### src/design/smf_pkg.sv
// Shared types, constants and CRC helper for the speed command Modbus framer.
`timescale 1ns / 1ps

package smf_pkg;

	localparam int unsigned CfgIdxW = 3;
	localparam int unsigned CfgDataW = 32;
	localparam int unsigned FrameLen = 16;
	localparam int unsigned ByteCntW = $clog2(FrameLen);

	localparam logic [7:0] FUNC_WRITE_SINGLE = 8'h06;
	localparam logic [15:0] CRC_INIT = 16'hFFFF;
	localparam logic [15:0] CRC_POLY = 16'hA001;
	localparam logic [8:0] SPEED_CLAMP = 9'd400;

	typedef enum logic [CfgIdxW-1:0] {
		CFG_SPEED_OFFSET = 3'd0,
		CFG_SPEED_GAIN   = 3'd1,
		CFG_RPM_LIMIT    = 3'd2,
		CFG_FIRST_ADDR   = 3'd3,
		CFG_SECOND_ADDR  = 3'd4,
		CFG_SPEED_REG    = 3'd5,
		CFG_DRIVE_REG    = 3'd6,
		CFG_DIR_CODES    = 3'd7
	} cfg_idx_t;

	// One command on its way to the byte serializer
	typedef struct packed {
		logic        sel;
		logic [7:0]  slave;
		logic [15:0] rpm;
		logic [15:0] code;
		logic [15:0] crc_spd;
		logic [15:0] crc_drv;
	} frame_t;

	// CRC-16/MODBUS update by one byte, LSB first
	function automatic logic [15:0] crc_byte(input logic [15:0] crc_in, input logic [7:0] data);
		logic [15:0] c;
		c = crc_in ^ {8'h00, data};
		for (int k = 0; k < 8; k++) begin
			c = c[0] ? ((c >> 1) ^ CRC_POLY) : (c >> 1);
		end
		return c;
	endfunction

endpackage

### src/design/smf_serializer.sv
// Holds one finished command and sends its two frames one byte per transfer.
`timescale 1ns / 1ps

module smf_serializer (
	input  logic                 clk,
	input  logic                 arst_n,
	input  logic                 ld_valid,
	output logic                 ld_ready,
	input  smf_pkg::frame_t      ld_frame,
	input  logic [15:0]          spd_reg,
	input  logic [15:0]          drv_reg,
	output logic                 out_valid,
	input  logic                 out_stall,
	output logic [7:0]           frame_byte,
	output logic                 port,
	output logic                 last
);

	logic                           busy_q;
	logic [smf_pkg::ByteCntW-1:0]   cnt_q;
	smf_pkg::frame_t                fr_q;
	logic                           end_xfer;
	logic                           load;
	logic [smf_pkg::FrameLen-1:0][7:0] bytes;

	assign end_xfer = busy_q && !out_stall
		&& (cnt_q == smf_pkg::ByteCntW'(smf_pkg::FrameLen - 1));
	assign ld_ready = !busy_q || end_xfer;
	assign load = ld_valid && ld_ready;

	always_ff @(posedge clk or negedge arst_n) begin
		if (!arst_n) begin
			busy_q <= 1'b0;
			cnt_q  <= '0;
		end else if (load) begin
			busy_q <= 1'b1;
			cnt_q  <= '0;
		end else if (end_xfer) begin
			busy_q <= 1'b0;
			cnt_q  <= '0;
		end else if (busy_q && !out_stall) begin
			cnt_q <= cnt_q + 1'b1;
		end
	end

	always_ff @(posedge clk) begin
		if (load) begin
			fr_q <= ld_frame;
		end
	end

	// Speed frame, then drive frame; CRC goes low byte first
	always_comb begin
		bytes[0]  = fr_q.slave;
		bytes[1]  = smf_pkg::FUNC_WRITE_SINGLE;
		bytes[2]  = spd_reg[15:8];
		bytes[3]  = spd_reg[7:0];
		bytes[4]  = fr_q.rpm[15:8];
		bytes[5]  = fr_q.rpm[7:0];
		bytes[6]  = fr_q.crc_spd[7:0];
		bytes[7]  = fr_q.crc_spd[15:8];
		bytes[8]  = fr_q.slave;
		bytes[9]  = smf_pkg::FUNC_WRITE_SINGLE;
		bytes[10] = drv_reg[15:8];
		bytes[11] = drv_reg[7:0];
		bytes[12] = fr_q.code[15:8];
		bytes[13] = fr_q.code[7:0];
		bytes[14] = fr_q.crc_drv[7:0];
		bytes[15] = fr_q.crc_drv[15:8];
	end

	assign out_valid  = busy_q;
	assign frame_byte = bytes[cnt_q];
	assign port       = fr_q.sel;
	assign last       = (cnt_q == smf_pkg::ByteCntW'(smf_pkg::FrameLen - 1));

endmodule

### src/design/speed_command_modbus_framer.sv
// Path: an accepted command goes through stages 1 to 6 and then into the serializer.
// Throughput: one frame byte per cycle on the output while out_stall is low, 16 bytes per command;
// the single byte-wide output port sets that rate while the 6-stage pipeline
// holds further commands behind it.
// Reset: arst_n clears valid bits and serializer state and sets config registers to defaults.
`timescale 1ns / 1ps

module speed_command_modbus_framer (
	input  logic                          clk,
	input  logic                          arst_n,
	input  logic                          wr_en,
	input  logic [smf_pkg::CfgIdxW-1:0]   wr_index,
	input  logic [smf_pkg::CfgDataW-1:0]  wr_data,
	input  logic                          in_valid,
	output logic                          in_stall,
	input  logic                          motor_select,
	input  logic signed [15:0]            speed,
	output logic                          out_valid,
	input  logic                          out_stall,
	output logic [7:0]                    frame_byte,
	output logic                          port,
	output logic                          last
);

	logic [11:0] offset_q;
	logic [9:0]  gain_q;
	logic [15:0] limit_q;
	logic [7:0]  addr1_q;
	logic [7:0]  addr2_q;
	logic [15:0] spd_reg_q;
	logic [15:0] drv_reg_q;
	logic [31:0] codes_q;

	always_ff @(posedge clk or negedge arst_n) begin
		if (!arst_n) begin
			offset_q  <= 12'd0;
			gain_q    <= 10'd480;
			limit_q   <= 16'd4000;
			addr1_q   <= 8'd1;
			addr2_q   <= 8'd2;
			spd_reg_q <= 16'd0;
			drv_reg_q <= 16'd0;
			codes_q   <= 32'd0;
		end else if (wr_en) begin
			case (smf_pkg::cfg_idx_t'(wr_index))
				smf_pkg::CFG_SPEED_OFFSET: offset_q  <= wr_data[11:0];
				smf_pkg::CFG_SPEED_GAIN:   gain_q    <= wr_data[9:0];
				smf_pkg::CFG_RPM_LIMIT:    limit_q   <= wr_data[15:0];
				smf_pkg::CFG_FIRST_ADDR:   addr1_q   <= wr_data[7:0];
				smf_pkg::CFG_SECOND_ADDR:  addr2_q   <= wr_data[7:0];
				smf_pkg::CFG_SPEED_REG:    spd_reg_q <= wr_data[15:0];
				smf_pkg::CFG_DRIVE_REG:    drv_reg_q <= wr_data[15:0];
				smf_pkg::CFG_DIR_CODES:    codes_q   <= wr_data;
				default: ;
			endcase
		end
	end

	logic en;
	logic ld_ready;

	logic v_s1, v_s2, v_s3, v_s4, v_s5, v_s6;

	logic        sel_s1, sel_s2;
	logic [7:0]  slave_s1, slave_s2;
	logic        rev_s1;
	logic [8:0]  mag_s1;
	logic [15:0] crc_s1, crc_s2;
	logic [15:0] code_s2;
	logic        nz_s2;
	logic [14:0] scaled_s2;
	smf_pkg::frame_t fr_s3, fr_s4, fr_s5, fr_s6;

	logic [16:0] mag_full;
	logic [8:0]  mag_clamp;
	logic [7:0]  slave_in;
	logic [18:0] prod;
	logic [15:0] rpm_sum;
	logic [15:0] rpm_sat;

	// Whole pipeline advances together; hold when the last stage cannot unload
	assign in_stall = v_s6 && !ld_ready;
	assign en = !in_stall;

	assign mag_full = speed[15] ? (17'h10000 - {1'b0, speed}) : {1'b0, speed};
	assign mag_clamp = (mag_full > 17'(smf_pkg::SPEED_CLAMP))
		? smf_pkg::SPEED_CLAMP : mag_full[8:0];
	assign slave_in = motor_select ? addr2_q : addr1_q;

	assign prod = {10'd0, mag_s1} * {9'd0, gain_q};

	assign rpm_sum = nz_s2 ? ({4'd0, offset_q} + {1'b0, scaled_s2}) : 16'd0;
	assign rpm_sat = (rpm_sum > limit_q) ? limit_q : rpm_sum;

	always_ff @(posedge clk or negedge arst_n) begin
		if (!arst_n) begin
			v_s1 <= 1'b0;
			v_s2 <= 1'b0;
			v_s3 <= 1'b0;
			v_s4 <= 1'b0;
			v_s5 <= 1'b0;
			v_s6 <= 1'b0;
		end else if (en) begin
			v_s1 <= in_valid;
			v_s2 <= v_s1;
			v_s3 <= v_s2;
			v_s4 <= v_s3;
			v_s5 <= v_s4;
			v_s6 <= v_s5;
		end
	end

	always_ff @(posedge clk) begin
		if (en) begin
			// stage 1: clamp magnitude, pick slave, CRC over the address byte
			sel_s1   <= motor_select;
			slave_s1 <= slave_in;
			rev_s1   <= speed[15];
			mag_s1   <= mag_clamp;
			crc_s1   <= smf_pkg::crc_byte(smf_pkg::CRC_INIT, slave_in);

			// stage 2: scale by the gain, CRC over the function code
			sel_s2    <= sel_s1;
			slave_s2  <= slave_s1;
			code_s2   <= rev_s1 ? codes_q[31:16] : codes_q[15:0];
			nz_s2     <= (mag_s1 != 9'd0);
			scaled_s2 <= prod[18:4];
			crc_s2    <= smf_pkg::crc_byte(crc_s1, smf_pkg::FUNC_WRITE_SINGLE);

			// stage 3: add offset and saturate, CRC over register high bytes
			fr_s3.sel     <= sel_s2;
			fr_s3.slave   <= slave_s2;
			fr_s3.rpm     <= rpm_sat;
			fr_s3.code    <= code_s2;
			fr_s3.crc_spd <= smf_pkg::crc_byte(crc_s2, spd_reg_q[15:8]);
			fr_s3.crc_drv <= smf_pkg::crc_byte(crc_s2, drv_reg_q[15:8]);

			// stage 4: register low bytes
			fr_s4.sel     <= fr_s3.sel;
			fr_s4.slave   <= fr_s3.slave;
			fr_s4.rpm     <= fr_s3.rpm;
			fr_s4.code    <= fr_s3.code;
			fr_s4.crc_spd <= smf_pkg::crc_byte(fr_s3.crc_spd, spd_reg_q[7:0]);
			fr_s4.crc_drv <= smf_pkg::crc_byte(fr_s3.crc_drv, drv_reg_q[7:0]);

			// stage 5: data high bytes
			fr_s5.sel     <= fr_s4.sel;
			fr_s5.slave   <= fr_s4.slave;
			fr_s5.rpm     <= fr_s4.rpm;
			fr_s5.code    <= fr_s4.code;
			fr_s5.crc_spd <= smf_pkg::crc_byte(fr_s4.crc_spd, fr_s4.rpm[15:8]);
			fr_s5.crc_drv <= smf_pkg::crc_byte(fr_s4.crc_drv, fr_s4.code[15:8]);

			// stage 6: data low bytes
			fr_s6.sel     <= fr_s5.sel;
			fr_s6.slave   <= fr_s5.slave;
			fr_s6.rpm     <= fr_s5.rpm;
			fr_s6.code    <= fr_s5.code;
			fr_s6.crc_spd <= smf_pkg::crc_byte(fr_s5.crc_spd, fr_s5.rpm[7:0]);
			fr_s6.crc_drv <= smf_pkg::crc_byte(fr_s5.crc_drv, fr_s5.code[7:0]);
		end
	end

	smf_serializer u_ser (
		.clk        (clk),
		.arst_n     (arst_n),
		.ld_valid   (v_s6),
		.ld_ready   (ld_ready),
		.ld_frame   (fr_s6),
		.spd_reg    (spd_reg_q),
		.drv_reg    (drv_reg_q),
		.out_valid  (out_valid),
		.out_stall  (out_stall),
		.frame_byte (frame_byte),
		.port       (port),
		.last       (last)
	);

`ifndef ASSERT_OFF
	a_enter_s1: assert property (@(posedge clk) disable iff (!arst_n)
		(in_valid && !in_stall) |=> v_s1)
		else $error("accepted command did not reach stage 1");

	a_hold_s6: assert property (@(posedge clk) disable iff (!arst_n)
		(v_s6 && in_stall) |=> (v_s6 && $stable(fr_s6)))
		else $error("stalled command in last stage changed or was lost");

	a_drain: assert property (@(posedge clk) disable iff (!arst_n)
		(out_valid && !out_stall && last && !v_s6) |=> !out_valid)
		else $error("serializer kept sending after final byte");
`endif

endmodule
### config.mk
export PLATFORM = sky130hd
export DESIGN_NAME = speed_command_modbus_framer
export DESIGN_NICKNAME = d
export VERILOG_FILES = /design/src/design/smf_pkg.sv /design/src/design/smf_serializer.sv /design/src/design/speed_command_modbus_framer.sv
export SDC_FILE = /design/constraint.sdc
export NUM_CORES = 1
export LEC_CHECK = 0
export BUFFER_PORTS_ARGS = -buffer_cell sky130_fd_sc_hd__clkbuf_2
export CAP_MARGIN = 15
export CORE_MARGIN = 3
export CORE_UTILIZATION = 30
export CTS_CLUSTER_SIZE = 14
export DETAILED_ROUTE_END_ITERATION = 8
export GPL_TIMING_DRIVEN = 1
export PLACE_DENSITY_LB_ADDON = 0.08
export SLEW_MARGIN = 20
export SYNTH_ARGS = -nofsm -noshare
export SYNTH_HDL_FRONTEND = slang
export SYNTH_HIERARCHICAL = 1
export SYNTH_SLANG_ARGS = --single-unit
### constraint.sdc
create_clock -name clk -period 20.7 [get_ports clk]
set_clock_uncertainty 0.15 [all_clocks]
set_input_delay 4.14 -clock clk [delete_from_list [all_inputs] [get_ports clk]]
set_output_delay 4.14 -clock clk [all_outputs]
set_load 0.02 [all_outputs]
==> results of run 1 <==
## metrics by stage
stage / setup slack (ns) / cell area [um^2] / total power [W] / util (%) / instances
global placement: 10.93 / 27280 / 0.002985 / 32.39 / 2834
finish: 10.93 / 29510 / 0.004133 / 35.04 / 2957
detailed placement: 10.93 / 27280 / 0.003004 / 32.40 / 2834
CTS: 10.92 / 29490 / 0.004212 / 35.02 / 2956
floorplan: 7.954 / 25680 / 0.002661 / - / 1674
global route: 10.78 / 29510 / 0.004447 / 35.04 / 2957
## routing by layer
layer / wire length (um) / vias to the layer above
met5: 0 / -
met4: 1830 / 0
met3: 1964 / 81
met2: 28470 / 232
met1: 26570 / 6647
li1: - / 6233
## worst max-delay path, cell delays in order
cell and delay, ns:
clkbuf_2 0.12, nand2b_1 0.16, o21ai_1 0.11, nor2b_1 0.66
clkbuf_2 0.30
## state kept, by name, indices dropped and copies added, names as in the netlist, 12 cells and up
signal,count
spd_reg_q,16
fr_s5,73
limit_q,16
drv_reg_q,16
code_s2,16
offset_q,12
fr_s6,73
crc_s2,12
u_ser/bytes,72
fr_s3,65
fr_s4,73
scaled_s2,15
codes_q,32
## final timing paths
kind	start	endpoint	slack (ns)	cells after the start
worst max-delay path	out_stall	in_stall	10.93	5
worst min-delay path	fr_s5[71]	fr_s6[71]	0.26	0
worst max register to register	mag_s1[2]	scaled_s2[13]	15.53	14
worst min register to register	fr_s5[71]	fr_s6[71]	0.26	0
max in group asynchronous	arst_n	drv_reg_q[8]	15.48	2
min in group asynchronous	arst_n	u_ser/cnt_q[3]	3.39	1
## cell usage after synthesis, drive strengths merged (4+ instances only)
cell      n  share of area, %
dfrtp   117                11
o21ai    45              0.88
xor2     73               2.5
clkbuf   36              0.57
a41oi     4              0.14
a221oi    7              0.38
fa       58               4.5
and2     53               1.3
nor3b     4              0.12
nor2b     6              0.15
ha       66               3.2
mux4     12               1.1
edfxtp  439                51
mux2i    15              0.58
o41ai     4              0.14
a31oi     4             0.097
nor3     14              0.27
nand2b   10              0.24
inv     112               1.6
nor4b     4              0.16
a222oi    6              0.23
or4       6              0.19
o21a      4              0.12
a21oi    39              0.76
buf      14              0.33
nor4      5              0.12
xnor2   141               4.8
a211oi   10              0.31
dfstp    12               1.2
mux2    163               7.1
nand4     8              0.19
nor2     37              0.55
a21o      7              0.20
nand2    79               1.2
nand3     7              0.14
nand4b    4              0.14
or3       9              0.23
## kinds of logic after synthesis
kind of cell | share of synthesized area (%)
buffers and inverters | 2.690
multiplexers | 8.786
flip-flops | 63.97
XOR/XNOR | 7.475
adder cells (fa/ha/maj) | 7.738
AO/OA/AOI/OAI | 4.074
AND/OR/NAND/NOR | 5.263
## power groups by stage
stage                     clock [W]  combinational, W  sequential [W]
final                       0.00118           0.00140         0.00156
after global routing        0.00127           0.00160         0.00157
after CTS                   0.00122           0.00143         0.00156
after floorplan                   0           0.00111         0.00155
after detailed placement          0           0.00142         0.00158
after global placement            0           0.00141         0.00158
## cell type report
| cell class | count | area [um^2] |
|---|---|---|
| repair buffers | 78 | 434.2 |
| clock inverters | 40 | 442.9 |
| well taps | 1134 | 1419 |
| inverters | 114 | 435.4 |
| fillers | 8164 | 54710 |
| flip-flops and latches | 568 | 16430 |
| clock buffers | 82 | 1763 |
| multi-input cells | 941 | 8593 |
==> flow_summary.toml, run 1 <==
[timing]
slew_headroom_pct = 28.92
tns_ns = 0
hold_slack_ns = 0.2588
tightestPinTransition_ns = 1.066
fin_crit_ns = 9.768
rsz0062_at_grt = "no"
setup_viol = 0
fmax_mhz = 102.4
drv_slew = 0
fin_crit_sh_pct = 47.19
hold_violations = 0

[pwr]
powerDensity_mw_per_mm2 = 140.0
p_int_w = 0.002784
ir_drop_mv = 0.08019
combPwrFrac_pct = 33.9
seqPwrFrac_pct = 37.6
clockPowerShare_pct = 28.5
sw_frac_of_total_pct = 32.64
power_switching_w = 0.001349
p_leak_nw = 10.77

[global_routing]
use_met1_pct = 18.02
gr-total-overflow = 0
grt_pass1_wl_um = 90440
grt_max_degree = 148
groute.layer.met2.usage_pct = 22.32
grtUsageMet3_pct = 2.390
track_usage_pct = 13.52
grt-busiest-layer = "met2"
grt_pass1_vias = 14160
antenna_found_initial = 2

[synthesis]
ys.flop_type = "edfxtp_1"
syn_area_mm2 = 0.02568
synth_edf_count = 439
ys_seq_area_share_pct = 63.97
ys_ff_latch = 568
ys_warn_count = 6
postSynthAreaPerCell_um2 = 15.34
synth_fp_nets = 1855
synth_cell_types = 76
synth_cells = 1674
synthArstFlopShare_pct = 22.71

[detailed_routing]
drc = 0
first_pass_iters = 5
first_iter_violations = 787
avgViaCountPerCell = 4.462
totalWireLength_um = 58830
vias = 13190
ant_nets = 0
wire_per_inst_um = 19.90

[clock_tree]
clk_path_buf_depth = 3
tritoncts = "done"
cts-buffers-inserted = 67
cts.sinks = 568
cts_hold_buf = 0
post_cts_buffers = 0
h-tree-depth = 3
clkLatencyLatePin_ns = 0.60
path_clk_slew_ns = 0.06
root_buffer = "clkbuf_16"
cts_resized = 0

[placement]
hpwl_um = 41030
gp_congestion = 0.7787
numPortBuffers = 68

[layout]
area_growth_pct = 14.95
final_common_cell = "edfxtp_1"
diodes = 0
nNetsFinal = 1951
layout_common_cells = "edfxtp_1 (439), mux2_2 (156), xnor2_1 (141)"
drive_gt1_share_pct = 20.79

[run]
max-cap-violations = 0

[floorplanning]
start_util_pct = 30.49
ios = 69
coreArea_mm2 = 0.08422
placement_rows = 106
floorplan.die_area_mm2 = 0.08913
die_w_um = 298.6
fp.dieH_um = 298.6

[critical_path]
cp_data_required_time_ns = 16.41
end_kind = "output port"
cp-start-kind = "input port"
path_class = "in2out"
critPathMaxFanout = 8
cp.arrival_ns = 5.48

[status]
outcome = "completed"

[min_path]
hold_class = "reg2reg"
Note: power is estimated with default switching activity, not from simulation.
==> run 2, diff against run 1 <==
Clock period 20.7 ns to 8.4 ns, I/O delays scaled along.
==> flow_summary.toml, run 2 (same netlist as run 1, synthesis figures left out) <==
[status]
outcome = "completed"

[pwr]
ir_drop_mv = 0.1959
total_power_w = 0.01029
powerDensity_mw_per_mm2 = 348.3
p_leak_nw = 10.78

[clock_tree]
cts.sinks = 568
clkLatencyLatePin_ns = 0.59
root_buffer = "clkbuf_16"
cts_hold_buf = 0
path_clk_slew_ns = 0.06
tritoncts = "done"
clk_path_buf_depth = 3
cts_resized = 0
h-tree-depth = 3
cts-buffers-inserted = 68
post_cts_buffers = 0

[floorplanning]
floorplan.die_area_mm2 = 0.08913
placement_rows = 106
ios = 69
fp.dieH_um = 298.6
die_w_um = 298.6
start_util_pct = 30.49
coreArea_mm2 = 0.08422

[global_routing]
grt_pass1_wl_um = 91530
grt_max_degree = 80
gr-total-overflow = 0
antenna_found_initial = 2
grtUsageMet3_pct = 2.078
grt-busiest-layer = "met2"
groute.layer.met2.usage_pct = 22.80
track_usage_pct = 13.75
use_met1_pct = 18.55
grt_pass1_vias = 14030

[min_path]
whs_path_depth = 0
hold_class = "reg2reg"

[timing]
rsz0062_at_grt = "no"
hold_violations = 0
fmax_mhz = 200.2
drv_slew = 0
tightestPinTransition_ns = 1.090
fin_crit_ns = 4.994
fin_crit_sh_pct = 59.46
tns_ns = 0
setup_viol = 0
slew_headroom_pct = 26.97
hold_slack_ns = 0.2503

[critical_path]
cpMaxStageDelayCell = "dfstp_2"
r2r_start = "gain_q[7]"
rrSetupSlack_ns = 3.41
crit_path_start = "gain_q[7]"
cp.arrival_ns = 5.18
critPathMaxStageDelay_ns = 0.62
crit_top_cell = "fa_1"
cp_data_required_time_ns = 8.58
critPathCapture = "scaled_s2[13]"
crit_chain = "nand2_1 > fa_1 > inv_1 > fa_1 > inv_1 > fa_1 > fa_1 > inv_1 > ha_1 > a21o_1 > nand4_1 > a21boi_0 > a31oi_1 > a311o_1"
end_kind = "register"
r2r-end = "scaled_s2[13]"
worstRegToRegCells = 14
cp-start-kind = "register"
path_class = "reg2reg"
critPathMaxFanout = 10

[detailed_routing]
drc = 0
avgViaCountPerCell = 4.450
vias = 13190
first_pass_iters = 7
first_iter_violations = 723
wire_per_inst_um = 20.34
totalWireLength_um = 60280
ant_nets = 0

[placement]
dp_cells = 2839
numPortBuffers = 68
gp_congestion = 0.8038
hpwl_um = 43050
placed_area_mm2 = 0.02732

[layout]
stdcell_count = 2964
fill_cells = 8105
largestRegisters = "fr_s4: 73 flops, fr_s5: 73 flops, fr_s6: 73 flops"
area_growth_pct = 15.05
final_area_mm2 = 0.02954
drive_gt1_share_pct = 20.83
final_common_cell = "edfxtp_1"
layout_common_cells = "edfxtp_1 (439), mux2_2 (156), xnor2_1 (141)"
nNetsFinal = 1958

[run]
max-cap-violations = 0
## run 2: worst min-delay path by stage
stage / start / end
final: fr_s5[11] / fr_s6[3]
after global routing: fr_s5[13] / fr_s6[5]
after CTS: fr_s5[11] / fr_s6[3]
after detailed placement: crc_s2[12] / fr_s3[20]
after global placement: fr_s3[37] / fr_s4[37]
after floorplan: crc_s1[9] / crc_s2[1]
## run 2: report_power, final
| group | total [W] | internal, W | switching (W) | leakage, nW |
|---|---|---|---|---|
| combinational | 0.00357 | 0.00154 | 0.00203 | 4.24 |
| sequential | 0.00384 | 0.00361 | 0.000228 | 5.47 |
| clock | 0.00288 | 0.00174 | 0.00114 | 1.07 |
| total | 0.0103 | 0.00689 | 0.00340 | 10.8 |
## run 2: worst max-delay path: cells and delay by family, from the launching register on
kind            cells  cell delay, ns
buf+inv             3            0.15
simple gates        2            0.20
compound gates      4            1.17
flops               1            0.62
fa+ha+maj           5            2.45
## run 2: final cells by class
| class | count | area [um^2] | area share (%) |
|---|---|---|---|
| flip-flops and latches | 568 | 16430 | 55.61 |
| multi-input cells | 941 | 8591 | 29.08 |
| clock buffers | 96 | 1901 | 6.434 |
| well taps | 1134 | 1419 | 4.803 |
| repair buffers | 84 | 483.0 | 1.635 |
| inverters | 114 | 431.7 | 1.461 |
| clock inverters | 26 | 286.5 | 0.9700 |
| diodes | 1 | 2.502 | 0.008471 |
## run 2: per-stage QoR
stage | util (%) | setup WS [ns]
floorplan | - | 0.03674
global placement | 32.43 | 3.437
detailed placement | 32.44 | 3.352
CTS | 35.03 | 3.348
global route | 35.07 | 3.163
finish | 35.08 | 3.406
## run 2: per-layer routing
metal | up-vias | wire (um) | part of all wire [%]
li1 | 6257 | - | -
met3 | 86 | 1970 | 3.3
met2 | 225 | 29110 | 48
met5 | - | 0 | 0
met1 | 6622 | 27600 | 46
met4 | 0 | 1588 | 2.6
==> run 3, diff against run 2 <==
Settings changed: ABC_AREA from default to 1.
Clock period 8.4 ns to 4.23 ns, I/O delays scaled along.
==> flow_summary.toml, run 3 <==
[detailed_routing]
avgViaCountPerCell = 4.301
first_pass_iters = 5
drc = 0
vias = 15350
ant_nets = 0
totalWireLength_um = 63050
wire_per_inst_um = 17.67
first_iter_violations = 958

[global_routing]
gr-total-overflow = 0
antenna_found_initial = 3
grt_pass1_vias = 15730
track_usage_pct = 14.09
grt_pass1_wl_um = 97150
grt_max_degree = 135

[floorplanning]
start_util_pct = 30.53
placement_rows = 107
floorplan.die_area_mm2 = 0.09120
ios = 69
fp.dieH_um = 302
coreArea_mm2 = 0.08608
die_w_um = 302

[timing]
setup_viol = 7
fin_crit_ns = 4.366
tightestPinTransition_ns = 1.022
final.setup.worst_slack_ns = -0.1359
rsz0062_at_grt = "yes"
fin_crit_sh_pct = 103.2
slew_headroom_pct = 31.73
fmax_mhz = 229.1
hold_violations = 0
drv_slew = 0

[min_path]
hold_class = "in2async"

[critical_path]
path_class = "reg2reg"
cp_data_required_time_ns = 4.40
worstRegToRegCells = 18
cpMaxStageDelayCell = "fa_1"
end_kind = "register"
cp-start-kind = "register"
critPathMaxStageDelay_ns = 0.53
rrSetupSlack_ns = -0.14
crit_top_cell = "fa_1"
critPathMaxFanout = 5
crit_chain = "buf_4 > nand2_4 > fa_1 > inv_1 > fa_1 > inv_1 > fa_1 > fa_1 > inv_2 > ha_4 > nand2_2 > o211ai_1 > buf_4 > a21boi_4 > o21ai_2 > a21boi_2 > buf_4 > xnor2_2"
cp.arrival_ns = 4.54

[synthesis]
synth_cell_types = 57
synthTopCellsByCount = "nand2_1 (519), edfxtp_1 (439), inv_1 (275), o21ai_0 (158), dfrtp_1 (117)"
synthArstFlopShare_pct = 22.71
synth_edf_count = 439
synth_fp_nets = 2399
synth_top_area_share_pct = 50.15
synth_most_common_cell = "nand2_1"
ys.flop_type = "edfxtp_1"
ys_seq_area_share_pct = 62.49
yosys.area.top_type = "edfxtp_1"
netlist_top_cells_area = "edfxtp_1 (50%), dfrtp_1 (11%), nand2_1 (7.4%), fa_1 (4.4%), inv_1 (3.9%)"
postSynthAreaPerCell_um2 = 11.85
syn_area_mm2 = 0.02629
ys_ff_latch = 568
synth_cells = 2218
ys_warn_count = 6

[clock_tree]
clkLatencyLatePin_ns = 0.59
path_clk_slew_ns = 0.06
cts-buffers-inserted = 66
clk_path_buf_depth = 3
h-tree-depth = 3
tritoncts = "done"
root_buffer = "clkbuf_16"
cts.sinks = 568

[placement]
placed_area_mm2 = 0.02837
numPortBuffers = 68
gp_congestion = 0.8184
hpwl_um = 45490

[layout]
layout_common_cells = "nand2_1 (507), edfxtp_1 (439), inv_1 (270)"
drive_gt1_share_pct = 15.52
area_growth_pct = 17.09
largestRegisters = "fr_s4: 73 flops, fr_s5: 73 flops, fr_s6: 73 flops"
final_area_mm2 = 0.03078
final_common_cell = "nand2_1"
nNetsFinal = 2550

[run]
max-cap-violations = 0

[status]
outcome = "finished, violations left"
violations = "negative setup slack"
[run 3: layer usage]
metal / up-vias / global-route usage [%] / routed length [um]
met2: 233 / 22.52 / 29000
met4: 0 / 3.357 / 1203
met5: - / 0 / 0
li1: 7660 / - / -
met3: 76 / 2.239 / 1876
met1: 7378 / 20.14 / 30970
[run 3: final timing paths]
check | startpoint | endpoint
setup / recovery | mag_s1[0] | scaled_s2[10]
hold / removal | arst_n | u_ser/cnt_q[1]
setup reg to reg | mag_s1[0] | scaled_s2[10]
hold reg to reg | fr_s6[53] | u_ser/bytes[45]
max in group asynchronous | arst_n | gain_q[4]
min in group clk | fr_s6[53] | u_ser/bytes[45]
[run 3: what timing repair did]
action                     4_1_cts  5_1_grt
hold buffers                     0        0
resized for setup               34       19
setup buffers                    6       10
hold endpoints to repair         0        0
setup endpoints to repair        9       25
pin swaps                       20       22
[run 3: final cells by class]
cell class	count	area, um^2
clock inverters	34	246.5
repair buffers	151	1081
fillers	8490	55310
well taps	1144	1431
flip-flops and latches	568	16430
diodes	1	2.502
clock buffers	88	1807
multi-input cells	1301	8706
inverters	281	1076
[run 3: logic make-up after synthesis]
group / share of synthesized area [%]
flops: 62.49
xor+xnor: 7.093
compound gates: 4.808
buf+inv: 5.379
fa+ha+maj: 7.559
mux: 0.9853
simple gates: 11.69
[run 3: worst max-delay path: cells and delay by family, from the launching register on]
kind            cells  cell delay, ns
compound gates      4            0.44
xor+xnor            1            0.13
fa+ha+maj           5            2.22
buf+inv             6            0.61
flops               1            0.47
simple gates        2            0.09
[run 3: per-stage QoR]
| step | hold slack [ns] | std cells | util [%] | TNS (ns) | setup slack (ns) |
|---|---|---|---|---|---|
| after floorplan | 0.2503 | 2218 | - | -0.2266 | -0.1668 |
| after global placement | 0.2504 | 3429 | 32.96 | -1.342 | -0.2878 |
| after detailed placement | 0.2545 | 3429 | 32.96 | -1.626 | -0.3432 |
| after CTS | 0.03964 | 3556 | 35.56 | -0.5911 | -0.1597 |
| after global routing | 0.04611 | 3567 | 35.75 | -2.039 | -0.2913 |
| final | 0.04048 | 3568 | 35.75 | -0.4804 | -0.1359 |
Power of run 3 is left out: the tool's default activity adds up to more than one toggle a clock period on the data nets, which glitch-free logic cannot reach.
